===== src/rtl/idr_pkg.sv =====
// Shared types, constants and register codes of the int8 x int16 dot-product requantizer.
package idr_pkg;

  localparam int WGT_W   = 8;
  localparam int ACT_W   = 16;
  localparam int ACC_W   = 32;
  localparam int SHIFT_W = 6;
  localparam int SAMT_W  = 5;
  localparam int RES_W   = 8;
  localparam int PROD_W  = 2 * ACC_W;
  localparam int MAC_W   = WGT_W + ACT_W;
  localparam int CFG_IDX_W  = 2;
  localparam int CFG_DATA_W = 8;

  // Requantize tail depth, from the registered accumulator to the final lane result
  localparam int TAIL_N = 7;

  typedef enum logic [CFG_IDX_W-1:0] {
    CFG_OUTPUT_OFFSET = 2'd0,
    CFG_CLAMP_LOW     = 2'd1,
    CFG_CLAMP_HIGH    = 2'd2
  } cfg_idx_t;

  localparam logic signed [RES_W-1:0] OFFSET_RST    = 8'sd0;
  localparam logic signed [RES_W-1:0] CLAMP_LOW_RST = -8'sd128;
  localparam logic signed [RES_W-1:0] CLAMP_HIGH_RST = 8'sd127;

  localparam logic signed [ACC_W-1:0]  S32_MIN    = 32'sh8000_0000;
  localparam logic signed [ACC_W-1:0]  S32_MAX    = 32'sh7FFF_FFFF;
  localparam logic signed [PROD_W-1:0] NUDGE_POS  = 64'sh0000_0000_4000_0000;
  localparam logic signed [PROD_W-1:0] NUDGE_NEG  = 64'shFFFF_FFFF_C000_0001;
  localparam logic signed [PROD_W-1:0] TRUNC_BIAS = 64'sh0000_0000_7FFF_FFFF;

  typedef struct packed {
    logic signed [RES_W-1:0] output_offset;
    logic signed [RES_W-1:0] clamp_low;
    logic signed [RES_W-1:0] clamp_high;
  } cfg_t;

  typedef struct packed {
    logic signed [ACC_W-1:0] multiplier;
    logic [SAMT_W-1:0]       lsh;
    logic [SAMT_W-1:0]       rsh;
  } rq_t;

  typedef struct packed {
    logic acc_en;   // accumulate this transaction
    logic first;    // load bias before the add
    logic fin_en;   // capture the final lane result
  } lane_ctl_t;

endpackage


===== src/rtl/idr_lane.sv =====
// One column lane: 32-bit MAC accumulator followed by the requantize pipeline.
module idr_lane (
  input  logic                              clk,
  input  logic                              rst_n,
  input  idr_pkg::lane_ctl_t                ctl,
  input  logic signed [idr_pkg::WGT_W-1:0]  weight,
  input  logic signed [idr_pkg::ACT_W-1:0]  act,
  input  logic signed [idr_pkg::ACC_W-1:0]  bias,
  input  idr_pkg::rq_t                      rq,
  input  idr_pkg::cfg_t                     cfg,
  output logic signed [idr_pkg::RES_W-1:0]  q
);
  import idr_pkg::*;

  logic signed [MAC_W-1:0]  mac_p;
  logic signed [ACC_W-1:0]  acc_r, acc_nxt, acc_base;
  logic signed [ACC_W-1:0]  sv_r, sv_nxt;
  logic signed [PROD_W-1:0] prod_r, prod_nxt;
  logic                     sat2_r, sat3_r, sat2_nxt;
  logic signed [PROD_W-1:0] sum_r, sum_nxt, adj;
  logic signed [ACC_W-1:0]  hi_r, hi_nxt;
  logic [ACC_W-1:0]         mask, rem, thr;
  logic signed [ACC_W-1:0]  fl;
  logic signed [ACC_W-1:0]  rd_r, rd_nxt;
  logic signed [ACC_W:0]    ofs_sum, clamp_a, clamp_b;
  logic signed [RES_W-1:0]  q_r, q_nxt;

  // MAC: wrap at 32 bits
  assign mac_p    = MAC_W'(weight) * MAC_W'(act);
  assign acc_base = ctl.first ? bias : acc_r;
  assign acc_nxt  = acc_base + {{(ACC_W-MAC_W){mac_p[MAC_W-1]}}, mac_p};

  always_ff @(posedge clk) begin
    if (!rst_n) begin
      acc_r <= '0;
    end else if (ctl.acc_en) begin
      acc_r <= acc_nxt;
    end
  end

  // Wrapping left shift, doubling high multiply, nudge, truncate toward zero
  assign sv_nxt   = acc_r <<< rq.lsh;
  assign prod_nxt = PROD_W'(sv_r) * PROD_W'(rq.multiplier);
  assign sum_nxt  = prod_r + (prod_r[PROD_W-1] ? NUDGE_NEG : NUDGE_POS);
  assign adj      = sum_r[PROD_W-1] ? (sum_r + TRUNC_BIAS) : sum_r;
  assign hi_nxt   = sat3_r ? S32_MAX : adj[PROD_W-2:ACC_W-1];
  assign sat2_nxt = (sv_r == S32_MIN) && (rq.multiplier == S32_MIN);

  // Rounding right shift, ties away from zero
  assign mask   = ~({ACC_W{1'b1}} << rq.rsh);
  assign rem    = hi_r & mask;
  assign thr    = (mask >> 1) + {{(ACC_W-1){1'b0}}, hi_r[ACC_W-1]};
  assign fl     = hi_r >>> rq.rsh;
  assign rd_nxt = fl + ((rem > thr) ? 32'sd1 : 32'sd0);

  // Offset at full width, low bound first, then high bound
  always_comb begin
    ofs_sum = {rd_r[ACC_W-1], rd_r} +
              {{(ACC_W+1-RES_W){cfg.output_offset[RES_W-1]}}, cfg.output_offset};
    clamp_a = {{(ACC_W+1-RES_W){cfg.clamp_low[RES_W-1]}}, cfg.clamp_low};
    clamp_b = {{(ACC_W+1-RES_W){cfg.clamp_high[RES_W-1]}}, cfg.clamp_high};
    if (ofs_sum < clamp_a) begin
      ofs_sum = clamp_a;
    end
    if (ofs_sum > clamp_b) begin
      ofs_sum = clamp_b;
    end
    q_nxt = ofs_sum[RES_W-1:0];
  end

  always_ff @(posedge clk) begin
    sv_r   <= sv_nxt;
    prod_r <= prod_nxt;
    sat2_r <= sat2_nxt;
    sum_r  <= sum_nxt;
    sat3_r <= sat2_r;
    hi_r   <= hi_nxt;
    rd_r   <= rd_nxt;
    if (ctl.fin_en) begin
      q_r <= q_nxt;
    end
  end

  assign q = q_r;

endmodule


===== config.mk =====
export PLATFORM = sky130hd
export DESIGN_NAME = idr_lane
export DESIGN_NICKNAME = d
export VERILOG_FILES = /design/src/rtl/idr_pkg.sv /design/src/rtl/idr_lane.sv
export SDC_FILE = /design/constraint.sdc
export NUM_CORES = 2
export LEC_CHECK = 0
export BUFFER_PORTS_ARGS = -buffer_cell sky130_fd_sc_hd__buf_4
export CORE_ASPECT_RATIO = 2
export CORE_UTILIZATION = 45
export CTS_BUF_LIST = sky130_fd_sc_hd__clkbuf_2
export DETAILED_ROUTE_END_ITERATION = 6
export SLEW_MARGIN = 20
export SYNTH_ARGS = -nofsm -noshare
export SYNTH_HDL_FRONTEND = slang
export SYNTH_SLANG_ARGS = --single-unit

===== constraint.sdc =====
create_clock -name clk -period 12.39 [get_ports clk]
set_clock_uncertainty 0.1 [all_clocks]
set_input_delay 1.8585 -clock clk [delete_from_list [all_inputs] [get_ports clk]]
set_output_delay 1.8585 -clock clk [all_outputs]
set_load 0.02 [all_outputs]

== Yosys cells after proc, flatten, opt, wreduce, memory -nomap -nowiden ==
Cells that the tools add are included.
Storage, ports and cells
  register bits: 266
  bits of input ports: 127
  output and inout port bits: 8
  word-level logic and storage cells: 34
Operators by class
  add/subtract/negate cells: 6
  $mul: 2
  order comparisons: 3
  equality and inequality tests: 2
  shift-type cells: 3
  mux-type cells: 6
  bitwise operators: 2
  reductions and logical operators: 1
Operators by type and width (count)
  $add 64x64->64: 1
  $eq 32x32->1 const B: 2
  $mul 32x32->64: 1
  $mux 64: 1
  $add 63x32->63 const B: 1
  $mux 63: 1
  $add 32x8->33: 1
  $gt 33x8->1: 1
  $lt 33x8->1: 1
  $mux 33: 1
  $add 31x1->32: 1
  $add 32x2->32: 1
  $add 32x32->32: 1
  $and 32x32->32: 1
  $gt 32x32->1: 1
  $mux 32: 1
  $not 32->32: 1
  $shl 32x5->32 const A: 1
  $sshl 32x5->32: 1
  $sshr 32x5->32: 1
  $mul 8x16->24: 1
  $mux 8: 1
  $logic_and 1x1->1: 1
  $mux 1: 1

== Logic depth before layout (Yosys ltp) ==
  word-level depth: 6
  gate-level depth with buffers: 35
  mapped depth without buffers: 34

== Worst setup path before layout ==
Ideal clock, no wire load.
  kind: input -> register
  start: input rq[18] (netlist bit)
  end: register prod_r[63]
  library setup time: 0.072 ns
  data arrival time: 9.251 ns
  required time: 12.218 ns
  path slack: 2.966 ns
  stages on the path: 30
  path buffers: 2
  cells stage by stage: clkbuf_1 -> nand2_1 -> fa_1 -> inv_1 -> fa_1 -> fa_1 -> inv_1 -> fa_1 -> inv_1 -> fa_1 -> inv_1 -> fa_1 -> inv_1 -> fa_1 -> inv_1 -> fa_1 -> inv_1 -> ha_1 -> clkbuf_1 -> nand3_1 -> or3_1 -> nand2b_1 -> a2111o_1 -> a41o_1 -> o21ai_1 -> a211o_1 -> a31o_2 -> a31oi_1 -> o21bai_1 -> xnor2_1
Between the ends
  longest elaborated chain between the ends: 1
Ends and longest elaborated chain
  start, declared: line idr_lane.sv:9  | input idr_pkg::rq_t rq,
  $mul 32x32->64: line idr_lane.sv:43  | assign prod_nxt = PROD_W'(sv_r) * PROD_W'(rq.multiplier);
  via prod_nxt[63]: line idr_lane.sv:18  | logic signed [PROD_W-1:0] prod_r, prod_nxt;
  end signal, assigned: line idr_lane.sv:73  | prod_r <= prod_nxt;
  end, declared: line idr_lane.sv:18
The timed path passes the listed nets, and every way through them passes these cells.
A chain may end at the register's enable or synchronous reset.

== Final worst setup path ==
  start: register sv_r[9]
  end: register prod_r[62]
Between the ends
  longest elaborated chain between the ends: 1
Ends and longest elaborated chain
  start, declared: line idr_lane.sv:17  | logic signed [ACC_W-1:0] sv_r, sv_nxt;
  start signal, assigned: line idr_lane.sv:72  | sv_r <= sv_nxt;
  $mul 32x32->64: line idr_lane.sv:43
  via prod_nxt[62]: line idr_lane.sv:18
The timed path passes the listed nets, and every way through them passes these cells.

==> metrics.cfg <==
[global_routing]
met3_usage_pct=3.652
grt_use_met1_pct=26.00
overflow=0
antenna_found_initial=10
grt_start_max_net_pins=50
grt_util_met2_pct=54.44
grt_pass1_wl_microns=285100
grt_usage_pct=27.91
grt_pass1_vias=52261
grt.busiest_layer=met2

[clock_network]
root_buffer=clkbuf_2
cts.reportedPaths.clkPinSlew_ps=100
holdBufCountCts=0
numCtsBuffers=71
cts_tree=built
post_cts_resized=0
cts_max_path_buffers=3
clkSinkCount=266
h-tree-depth=3
clk_latency_ps=1210
cts_setup_buffers=0

[critical_path]
path_common_cell=fa_1
cpMaxStageDelayCell=dfxtp_1
critPathCaptureType=register
cp.arrival_ps=10710
crit_type=reg2reg
critical_path.max_stage_delay_ps=940
cp_max_fo=18
crit_required_ps=13360
ff2ff_path_depth=29
start_kind=register

[logic_synthesis]
ys_ff_latch=266
synth_area_leaders=fa_1 (40%), ha_1 (8.9%), dfxtp_1 (8.6%), inv_1 (8.3%), nand2_1 (6.4%)
synthCells=6723
synth-edff-count=8
syn_nets=8463
yosysMostFrequentCell=inv_1
netlist_area_sq_um=60100
synth_top_area_cell=fa_1
synthTopCellsByCount=inv_1 (1,330), fa_1 (1,187), nand2_1 (1,023)
syn_area_per_cell_sq_um=8.939
synthFlopType=dfxtp_1
synthArstFlopShare_pct=0
ys_warn_count=0
synth.distinct_cells=90
synth-seq-area-share_pct=8.994
yosysTopAreaCellShare_pct=39.54

[floorplanning]
die_area_sq_um=135100
ioPinCount=135
start_util_pct=45.38
die_h_microns=518.8
core-area_sq_um=132400
fp-row-count=189
die_width_microns=260.4

[sta]
rsz0062_at_grt=false
period_minus_slack_ps=9738
max_freq_ghz=0.1027
drv_slew=0
slew_headroom_pct=23.30
finalSetupViolations=0
final_hold_viol_count=0
whs_ps=306.8
setup_tns_ps=0
post-route-period-util_pct=78.60
tightest_slew_ps=1149

[detailed_routing]
drt-total-wl_microns=181500
drt_iter0_drc=2001
drc=9
vias_per_cell=5.509
drt.antenna.violating_nets=0
dr.pass1.iters=7
post_drt_wl_per_cell_microns=21.48
via_count=46544

[run]
maxCapViolations=0

[placement]
place.detailed.hpwl_microns=145700
gp_congestion=0.9411
io_buffers=134

[cells_and_area]
areaGrowthSynthToFinish_pct=5.030
drive_gt1_share_pct=6.472
nFillCells=12910
nets=8414
ff_latch_area_sq_um=5406
multiInputGateArea_sq_um=48530

[outcome]
status=finished, violations left
violations=DRC

[min_path]
min_path_type=reg2reg
holdPathStages=0

-- per-stage QoR --
stage	std cells	setup WS, ps	instance area (sq um)	utilization (%)
finish	8448	2652	63120	47.67
global route	8443	2490	63110	47.66
CTS	8440	2833	63100	47.65
detailed placement	8320	1854	62410	47.13
global placement	8320	1837	62410	47.13
floorplan	6723	2966	60100	-
-- area by class of cell --
| cell class | count | share of cell area, % |
|---|---|---|
| Clock buffer | 91 | 0.7215 |
| Multi-Input combinational cell | 4825 | 76.88 |
| Tap cell | 1719 | 3.407 |
| Clock inverter | 29 | 0.3727 |
| Antenna cell | 8 | 0.03172 |
| Timing Repair Buffer | 176 | 2.093 |
| Inverter | 1334 | 7.933 |
| Sequential cell | 266 | 8.565 |
-- state kept, by name (all words and copies together), names as in the netlist --
signal and cells:
prod_r 64, sum_r 64, acc_r 32, hi_r 32, rd_r 32, sv_r 32, q 8, sat2_r 1
sat3_r 1
-- logic make-up after synthesis --
logic type / count (synthesis) / share of synthesized area [%]
xor gates and xnor gates: 254 / 3.725
AOI/OAI and AO/OA: 750 / 8.017
muxes: 199 / 4.638
DFF: 266 / 8.994
buffers and inverters: 1632 / 10.28
and+or+nand+nor: 2009 / 15.94
adders and majority gates: 1613 / 48.41
-- critical path, delay by kind of cell, from the launching register on --
family / cells / cell delay (ps)
DFF: 1 / 940
AOI/OAI and AO/OA: 10 / 3150
xor gates and xnor gates: 1 / 140
buffers and inverters: 8 / 830
and+or+nand+nor: 1 / 130
adders and majority gates: 9 / 4300
-- final timing paths --
check                     startpoint                 end  slack (ps)
setup / recovery  sv_r[9]$_SDFF_PP0_  prod_r[62]$_DFF_P_        2650
hold / removal        sat2_r$_DFF_P_      sat3_r$_DFF_P_         310
setup reg to reg  sv_r[9]$_SDFF_PP0_  prod_r[62]$_DFF_P_        2650
hold reg to reg       sat2_r$_DFF_P_      sat3_r$_DFF_P_         310
-- cells in the final DEF (no fill, tap or decap), drive strengths merged, types with 41 or more instances in the layout --
cell type	instances
inv	1333
fa	1187
nand2	1024
ha	426
and2	360
dfxtp	258
a21oi	220
nor2	181
xnor2	177
buf	176
o21ai	144
a21o	125
clkbuf	91
nor2b	84
xor2	76
mux2i	76
nand2b	73
mux2	71
nand3	71
mux4	52
o21a	44
nor3	42
nand4	41
-- metal layers --
layer  wire (microns)  up-vias  part of all wire (%)
met5               21        -                 0.012
met4            14570        4                   8.0
met3             8004      683                   4.4
met2           101800     1492                    56
met1            57050    23630                    31
li1                 -    20735                     -
Power is not shown: default switching activity piles up to over one toggle a cycle in this logic, so the estimate is an artifact.
