File: src/rtl/idr_pkg.sv
// Shared types, constants and register codes of the int8 x int16 dot-product requantizer.
package idr_pkg;

  localparam int WGT_W   = 8;
  localparam int ACT_W   = 16;
  localparam int ACC_W   = 32;
  localparam int SHIFT_W = 6;
  localparam int SAMT_W  = 5;
  localparam int RES_W   = 8;
  localparam int PROD_W  = 2 * ACC_W;
  localparam int MAC_W   = WGT_W + ACT_W;
  localparam int CFG_IDX_W  = 2;
  localparam int CFG_DATA_W = 8;

  // Requantize tail depth, from the registered accumulator to the final lane result
  localparam int TAIL_N = 7;

  typedef enum logic [CFG_IDX_W-1:0] {
    CFG_OUTPUT_OFFSET = 2'd0,
    CFG_CLAMP_LOW     = 2'd1,
    CFG_CLAMP_HIGH    = 2'd2
  } cfg_idx_t;

  localparam logic signed [RES_W-1:0] OFFSET_RST    = 8'sd0;
  localparam logic signed [RES_W-1:0] CLAMP_LOW_RST = -8'sd128;
  localparam logic signed [RES_W-1:0] CLAMP_HIGH_RST = 8'sd127;

  localparam logic signed [ACC_W-1:0]  S32_MIN    = 32'sh8000_0000;
  localparam logic signed [ACC_W-1:0]  S32_MAX    = 32'sh7FFF_FFFF;
  localparam logic signed [PROD_W-1:0] NUDGE_POS  = 64'sh0000_0000_4000_0000;
  localparam logic signed [PROD_W-1:0] NUDGE_NEG  = 64'shFFFF_FFFF_C000_0001;
  localparam logic signed [PROD_W-1:0] TRUNC_BIAS = 64'sh0000_0000_7FFF_FFFF;

  typedef struct packed {
    logic signed [RES_W-1:0] output_offset;
    logic signed [RES_W-1:0] clamp_low;
    logic signed [RES_W-1:0] clamp_high;
  } cfg_t;

  typedef struct packed {
    logic signed [ACC_W-1:0] multiplier;
    logic [SAMT_W-1:0]       lsh;
    logic [SAMT_W-1:0]       rsh;
  } rq_t;

  typedef struct packed {
    logic acc_en;   // accumulate this transaction
    logic first;    // load bias before the add
    logic fin_en;   // capture the final lane result
  } lane_ctl_t;

endpackage

File: src/rtl/idr_if.sv


interface idr_out_if;
  logic                               valid;
  logic                               ready;
  logic signed [idr_pkg::RES_W-1:0]   out_col0;
  logic signed [idr_pkg::RES_W-1:0]   out_col1;

  modport source (output valid, out_col0, out_col1, input ready);
  modport sink (input valid, out_col0, out_col1, output ready);
endinterface


File: src/rtl/idr_merge.sv
// Merge stage: joins both lane results into one output transaction register.
module idr_merge (
  input  logic                              clk,
  input  logic                              rst_n,
  input  logic                              fin_valid,
  input  logic signed [idr_pkg::RES_W-1:0]  col0,
  input  logic signed [idr_pkg::RES_W-1:0]  col1,
  output logic                              take,
  idr_out_if.source                         out_ch
);
  import idr_pkg::*;

  logic                    valid_r, valid_nxt;
  logic signed [RES_W-1:0] col0_r, col1_r;

  assign take      = fin_valid && (!valid_r || out_ch.ready);
  assign valid_nxt = take || (valid_r && !out_ch.ready);

  always_ff @(posedge clk) begin
    if (!rst_n) begin
      valid_r <= 1'b0;
    end else begin
      valid_r <= valid_nxt;
    end
  end

  always_ff @(posedge clk) begin
    if (take) begin
      col0_r <= col0;
      col1_r <= col1;
    end
  end

  assign out_ch.valid    = valid_r;
  assign out_ch.out_col0 = col0_r;
  assign out_ch.out_col1 = col1_r;

endmodule
File: src/flat_wrapper.sv
// flat-port wrapper written by rule: the top's interface ports become plain ports
module idr_merge_flat import idr_pkg::*;
  (clk, rst_n, fin_valid, col0, col1, take, out_ch_valid, out_ch_out_col0, out_ch_out_col1, out_ch_ready);
  idr_out_if out_ch_i ();
  input  logic clk;
  input  logic rst_n;
  input  logic fin_valid;
  input  logic signed [idr_pkg::RES_W-1:0] col0;
  input  logic signed [idr_pkg::RES_W-1:0] col1;
  output logic take;
  output wire logic [$bits(out_ch_i.valid)-1:0] out_ch_valid;
  output wire logic [$bits(out_ch_i.out_col0)-1:0] out_ch_out_col0;
  output wire logic [$bits(out_ch_i.out_col1)-1:0] out_ch_out_col1;
  input wire logic [$bits(out_ch_i.ready)-1:0] out_ch_ready;
  assign out_ch_valid = out_ch_i.valid;
  assign out_ch_out_col0 = out_ch_i.out_col0;
  assign out_ch_out_col1 = out_ch_i.out_col1;
  assign out_ch_i.ready = out_ch_ready;
  idr_merge u_core (.clk(clk), .rst_n(rst_n), .fin_valid(fin_valid), .col0(col0), .col1(col1), .take(take), .out_ch(out_ch_i));
endmodule
File: config.mk
export PLATFORM = sky130hd
export DESIGN_NAME = idr_merge_flat
export DESIGN_NICKNAME = d
export VERILOG_FILES = /design/src/rtl/idr_pkg.sv /design/src/rtl/idr_if.sv /design/src/rtl/idr_merge.sv /design/src/flat_wrapper.sv
export SDC_FILE = /design/constraint.sdc
export NUM_CORES = 1
export LEC_CHECK = 0
export ABC_CLOCK_PERIOD_IN_PS = 1600
export BUFFER_PORTS_ARGS = -buffer_cell sky130_fd_sc_hd__buf_2
export CAP_MARGIN = 40
export CELL_PAD_IN_SITES_DETAIL_PLACEMENT = 1
export CELL_PAD_IN_SITES_GLOBAL_PLACEMENT = 1
export CORE_MARGIN = 5
export CORE_UTILIZATION = 26
export CTS_CLUSTER_DIAMETER = 50
export CTS_CLUSTER_SIZE = 10
export DETAILED_ROUTE_END_ITERATION = 8
export HOLD_SLACK_MARGIN = 0.03
export PLACE_DENSITY = 0.81
export SLEW_MARGIN = 25
export SYNTH_ARGS = -nofsm -noshare
export SYNTH_HDL_FRONTEND = slang
export SYNTH_SLANG_ARGS = --single-unit
File: constraint.sdc
create_clock -name clk -period 1.6 [get_ports clk]
set_input_delay 0 -clock clk [delete_from_list [all_inputs] [get_ports clk]]
set_output_delay 0 -clock clk [all_outputs]
set_load 0.05 [all_outputs]
Yosys cells after proc, flatten, opt, wreduce, memory -nomap -nowiden
Cells that the tools add are included. Widths: inputs -> output; s select.

Bits in registers: 17. Bits of input ports: 20. Output and inout port bits: 18. Word-level logic and storage cells: 9.

Reduce and logical (&&, ||, !) cells: 6.

Operator list (number): $logic_and 1x1->1 (2); $logic_not 1->1 (2); $logic_or 1x1->1 (2).

Depth between registers and ports, before layout
Gate-level depths: netlist of the first run.

Word-level depth: 4. Depth in mapped cells: 2. Mapped depth without buffers: 2.

Worst setup path before layout of the first run
Ideal clock, no wire load.

Kind: register -> register. Start: reg u_core.valid_r, in the netlist u_core.out_ch.valid. End: reg u_core.col0_r[0], in the netlist u_core.out_ch.out_col0[0], enable pin. Library setup time: 422 ps. Arrival time: 2048 ps. Required time: 1178 ps. Slack: -869 ps. Stages on the path, launching flop included: 3. Path buffers: 0. Path through: dfxtp_1 -> nor2b_4 -> nor2b_1.

Word-level cells in the longest chain between the ends: 3.

Ends and longest elaborated chain: start: declaration (RTL line idr_merge.sv:13) `logic valid_r, valid_nxt;`; start signal: assignment (RTL line idr_merge.sv:23) `valid_r <= valid_nxt;`; $logic_not 1->1 (RTL line idr_merge.sv:16) `assign take = fin_valid && (!valid_r || out_ch.ready);`; $logic_or 1x1->1 (RTL line idr_merge.sv:16); $logic_and 1x1->1 (RTL line idr_merge.sv:16); net take (RTL line flat_wrapper.sv:10) `output logic take;`; end signal: assignment (RTL line idr_merge.sv:29) `col0_r <= col0;`; end: declaration (RTL line idr_merge.sv:14) `logic signed [RES_W-1:0] col0_r, col1_r;`.

The timed path passes the listed nets, and every way through them passes these cells. A chain may end at the register's enable or synchronous reset.

Worst setup path in the final report of the first run
Start: reg u_core.valid_r, in the netlist u_core.out_ch.valid. End: out take.

Word-level cells in the longest chain between the ends: 3.

Ends and longest elaborated chain (RTL line): $logic_not 1->1 (idr_merge.sv:16); $logic_or 1x1->1 (idr_merge.sv:16); $logic_and 1x1->1 (idr_merge.sv:16); end: declaration (flat_wrapper.sv:10).

Every way passes these cells.

==> flow_summary.toml, run 1 <==
[outcome]
status = "finished clean"

[timing]
slew_viol_final = 0
skew_ns = 0.0103
tightestPinTransition_ns = 0.485
hold-worst-slack_ns = 0.203
min_period_ns = 1.49
max_slew_margin = 0.676
setup_violations = 0
fin_crit_sh = 0.929
final.setup.tns_ns = 0
finalHoldViolCount = 0
timing.fmax_mhz = 673
rsz0062_at_grt = "no"

[critical_path]
ff2ff_setup_slack_ns = 0.33
regToRegEndpoint = "u_core.out_ch.valid"
worstRegToRegCells = 3
startpoint = "u_core.out_ch.valid"
r2r_start = "u_core.out_ch.valid"
required_ns = 1.60
arrival_ns = 1.49
critPathLaunchType = "flop"
worstSetupPathType = "flop to output pin"
endpoint_kind = "output pin"
crit_fanout = 17

[placement]
io_buffers = 37
place.gp.congestion = 0.705

[power]
p_leak_uw = 0.000417
ir_drop_mv = 0.500
p_per_area_nw_per_um2 = 985

[synth]
syn-num-nets = 40
ys_ff_latch = 17
ys_top_cells_by_area = "edfxtp_1, dfxtp_1, nor2b_4, o21a_1, nor2b_1"
yosys.area.top_type = "edfxtp_1"
yosysWarnings = 0
netlist_instances = 20
synth_cell_types = 5
synth.avg_cell_area_um2 = 26.4
yosysSeqAreaShare = 0.948
syn-cell-area_um2 = 528
yosysTopAreaCellShare = 0.910

[drt]
drt-total-wl_um = 1660
drt_iter0_drc = 1
vias = 419
wl_met3_um = 222
highest_layer = "met3"
first_pass_iters = 2
viasPerCell = 3.95
drc = 0
drt-met1-wl_um = 572
wl_per_cell_um = 15.6
wl_met2_um = 862
antenna_left = 0

[cells_and_area]
nets = 100
num-fill-cells = 215
diodes = 0
synthToLayoutAreaGrowth_pct = 82.0
drive_gt1_frac = 0.532

[worst_hold_path]
min_path_type = "input port to flop"
hold_start = "fin_valid"
hold_end = "u_core.out_ch.out_col0[5]"
holdPathStages = 2

[die]
core_area_um2 = 1940
ioPinCount = 38
die_h_um = 55.1
row_count = 16
start_util = 0.272
fp.dieW_um = 55.1
dieArea_um2 = 3030

[grt]
grt_max_degree = 18
grt_overflow = 0
grt_pass1_vias = 491
grt_first_pass_wirelength_um = 2200
antenna_found_initial = 0
grt_usage = 0.112

[clocking]
cts_max_level = 1
clk_latency_ns = 0.28
cts-root-buf = "clkbuf_4"
cts_tree = "yes"
clk_pin_slew_ns = 0.10
cts_sinks = 17
cts_made_buffers = 3
cts_resized = 0
cts_buffer_depth = 2

[flow_run]
drv_cap = 0
==> stage by stage <==
stage	cells	setup WS [ns]	power, uW	util	area, um2
after floorplan	20	0.0461	644	-	536
after global placement	84	0.464	694	0.389	754
after detailed placement	84	0.420	701	0.389	754
after CTS	106	0.116	947	0.495	961
after global routing	106	0.0543	979	0.495	961
final	106	0.114	947	0.495	961
==> cell usage after synthesis <==
cell	instances
dfxtp_1	1
nor2b_1	1
o21a_1	1
nor2b_4	1
edfxtp_1	16
==> worst max-delay path: stages, from the launching register on <==
cell	delay (ns)
dfxtp_1	0.32
nor2b_4	0.13
nor2b_4	0.40
buf_2	0.36
==> worst max path at each step <==
stage / cells after the start / end
after CTS: 3 / take
final: 3 / take
after floorplan: 2 / u_core.out_ch.out_col0[0]
after global routing: 3 / take
after global placement: 2 / u_core.out_ch.out_col0[3]
after detailed placement: 2 / u_core.out_ch.out_col1[5]
==> layout by cell type (no fill, tap or decap) <==
master         netlist  routed
o21a_1               1       1
nor2b_4              1       2
edfxtp_1            16      16
clkbuf_1             0       1
dlygate4sd3_1        0      18
buf_2                0      37
clkbuf_4             0       3
dfxtp_1              1       1
==> sequential cells by signal, indices dropped and copies added, names as in the netlist <==
name	count
u_core.out_ch.out_col0	8
u_core.out_ch.out_col1	8
u_core.out_ch.valid	1
==> layer usage <==
layer,vias up,GRT usage
met1,199,0.105
met5,-,0
met3,0,0.0429
li1,194,-
met2,26,0.219
met4,0,0.0364
==> cells by family after synthesis <==
kind of cell	Yosys count	synth area share
DFF	17	0.948
and+or+nand+nor	2	0.0379
AOI/OAI and AO/OA	1	0.0142
==> power breakdown <==
group	total, uW	leakage, uW	switching, uW	internal, uW
Sequential	525	0.000163	7.74	517
Clock	222	0.0000150	125	96.6
Combinational	200	0.000239	132	67.8
==> area by class of cell <==
class                           count  area, um2  share of cell area
Sequential cell                    17        500               0.521
Timing Repair Buffer               55        365               0.380
Multi-Input combinational cell      3       35.0              0.0365
Tap cell                           27       33.8              0.0352
Clock buffer                        4       26.3              0.0273
==> timing repair <==
| action | CTS | global route |
|---|---|---|
| hold endpoints to repair | 17 | 0 |
| hold buffers | 18 | 0 |
| buffers inserted | 0 | 0 |
(Power assumes the default switching activity.)
==> inputs of run 2 (changes only) <==
--- a/config.mk
+++ b/config.mk
@@ -6,5 +6,5 @@
 export NUM_CORES = 1
 export LEC_CHECK = 0
-export ABC_CLOCK_PERIOD_IN_PS = 1600
+export ABC_CLOCK_PERIOD_IN_PS = 1200
 export BUFFER_PORTS_ARGS = -buffer_cell sky130_fd_sc_hd__buf_2
 export CAP_MARGIN = 40
==> constraint.sdc (replaced) <==
create_clock -name clk -period 1.2 [get_ports clk]
set_input_delay 0.06 -clock clk [delete_from_list [all_inputs] [get_ports clk]]
set_output_delay 0.06 -clock clk [all_outputs]
set_load 0.05 [all_outputs]
==> run 2 against run 1 <==
Compared with the run above: via count is 1.4% higher; utilization is 1.5 points higher; sequential power is 33% higher; critical path type unchanged; highest routed layer is now met4; wire length is 2.6% lower; critical path depth stayed put; critical endpoint unchanged.
==> flow_summary.toml, run 2 (synthesis results as in run 1) <==
[power]
total_power_uw = 1260
switching_share = 0.273
ir_drop_mv = 0.776
p_seq_frac = 0.552
intPower_uw = 918
p_clk_frac = 0.226
p_leak_uw = 0.000427
comb_power_share = 0.222
p_per_area_nw_per_um2 = 1270
power.switching_uw = 344

[drt]
drc = 0
first_pass_iters = 4
wl_per_cell_um = 15.1
drt-total-wl_um = 1610
antenna_left = 0
vias = 425
viasPerCell = 3.97
drt_iter0_drc = 3

[cells_and_area]
fin_util = 0.510
fin_cells = 107
final_cell_mix = "buf_2, dlygate4sd3_1, edfxtp_1"
diodes = 0
drive_gt1_frac = 0.550
synthToLayoutAreaGrowth_pct = 87.7
final_common_cell = "buf_2"
nets = 101

[clocking]
cts-root-buf = "clkbuf_4"
clk_latency_ns = 0.27
cts_buffer_depth = 2
cts_made_buffers = 3
clk_pin_slew_ns = 0.09
post-cts-setup-buffer-count = 0
cts_sinks = 17
cts_tree = "yes"
cts_max_level = 1

[critical_path]
critical-path-max-stage-delay_ns = 0.35
path_common_cell = "nor2b_4"
crit_chain = "nor2b_4 > nor2b_4 > buf_6"
endpoint_kind = "output pin"
ff2ff_setup_slack_ns = 0.13
cp_top_family = "flip-flops"
required_ns = 1.14
r2r_start = "u_core.out_ch.valid"
worstRegToRegCells = 3
worstSetupPathType = "flop to output pin"
critPathLaunchType = "flop"
crit_buf_inv = 1
cp_slowest_cell = "dfxtp_4"
regToRegEndpoint = "u_core.out_ch.out_col1[4]"
arrival_ns = 1.08
crit_fanout = 2

[placement]
place.gp.congestion = 0.670
placedCellCount = 85
io_buffers = 37

[worst_hold_path]
min_path_type = "input port to flop"
hold_start = "out_ch_ready"
hold_end = "u_core.out_ch.valid"
holdPathStages = 3

[die]
die_h_um = 55.1
ioPinCount = 38
core_area_um2 = 1940
fp.dieW_um = 55.1
row_count = 16
dieArea_um2 = 3030
start_util = 0.272

[grt]
grt_pass1_vias = 522
grt_usage = 0.124
grt_overflow = 0
antenna_found_initial = 0
grt_max_degree = 17
grt_first_pass_wirelength_um = 2470

[timing]
hold-worst-slack_ns = 0.122
max_slew_margin = 0.822
rsz0062_at_grt = "no"
setup_violations = 0
slew_viol_final = 0
tightestPinTransition_ns = 0.269
finalHoldViolCount = 0
final.setup.tns_ns = 0
timing.fmax_mhz = 879
fin_crit_sh = 0.948
skew_ns = 0.000396
min_period_ns = 1.14

[outcome]
status = "finished clean"

[flow_run]
drv_cap = 0
## run 2: cell count changes in the layout (fill, tap and decap cells not counted), sizes merged
cell / before / now
buf: 37 / 38
## run 2: final cells by class
type | count | area [um2]
fillers | 201 | 951
well taps | 27 | 33.8
flip-flops and latches | 17 | 504
clock buffers | 4 | 26.3
repair buffers | 56 | 392
multi-input cells | 3 | 35.0
## run 2: timing repair
action | 4_1_cts | 5_1_grt
setup endpoints to repair | 1 | 1
hold buffers | 18 | 0
cloned | 0 | 0
gates resized for setup | 1 | 1
hold endpoints to repair | 17 | 0
## run 2: worst max-delay path by stage
| stage | from | to | slack [ns] | cells after the start |
|---|---|---|---|---|
| finish | u_core.out_ch.valid | take | 0.06 | 3 |
| floorplan | u_core.out_ch.valid | u_core.out_ch.out_col0[0] | -0.22 | 2 |
| detailed placement | u_core.out_ch.valid | u_core.out_ch.out_col0[3] | 0.16 | 3 |
| global route | u_core.out_ch.valid | take | 0.009 | 3 |
| global placement | u_core.out_ch.valid | u_core.out_ch.out_col0[1] | 0.18 | 3 |
| CTS | u_core.out_ch.valid | take | 0.04 | 3 |
## run 2: metrics by stage
step           setup WS [ns]  cell area [um2]
2_1_floorplan         -0.218              539
3_3_place_gp           0.179              778
3_5_place_dp           0.161              778
4_1_cts               0.0360              987
5_1_grt              0.00933              991
6_report              0.0628              991
## run 2: worst min-delay path, cell delays in order
cell and delay [ns]:
buf_2 0.10, nor2b_4 0.05, o21a_1 0.15
## run 2: power by group through the flow
stage / combinational, uW / clock [uW] / sequential (uW)
floorplan: 27.4 / 0 / 831
global placement: 224 / 0 / 709
detailed placement: 229 / 0 / 711
CTS: 275 / 294 / 698
global route: 294 / 323 / 700
finish: 280 / 285 / 697
## run 2: layer usage
metal | up-vias | share of wire | GRT usage
li1 | 197 | - | -
met1 | 204 | 0.31 | 0.117
met2 | 22 | 0.58 | 0.234
met3 | 2 | 0.089 | 0.0536
met4 | 0 | 0.013 | 0.0445
met5 | - | 0 | 0
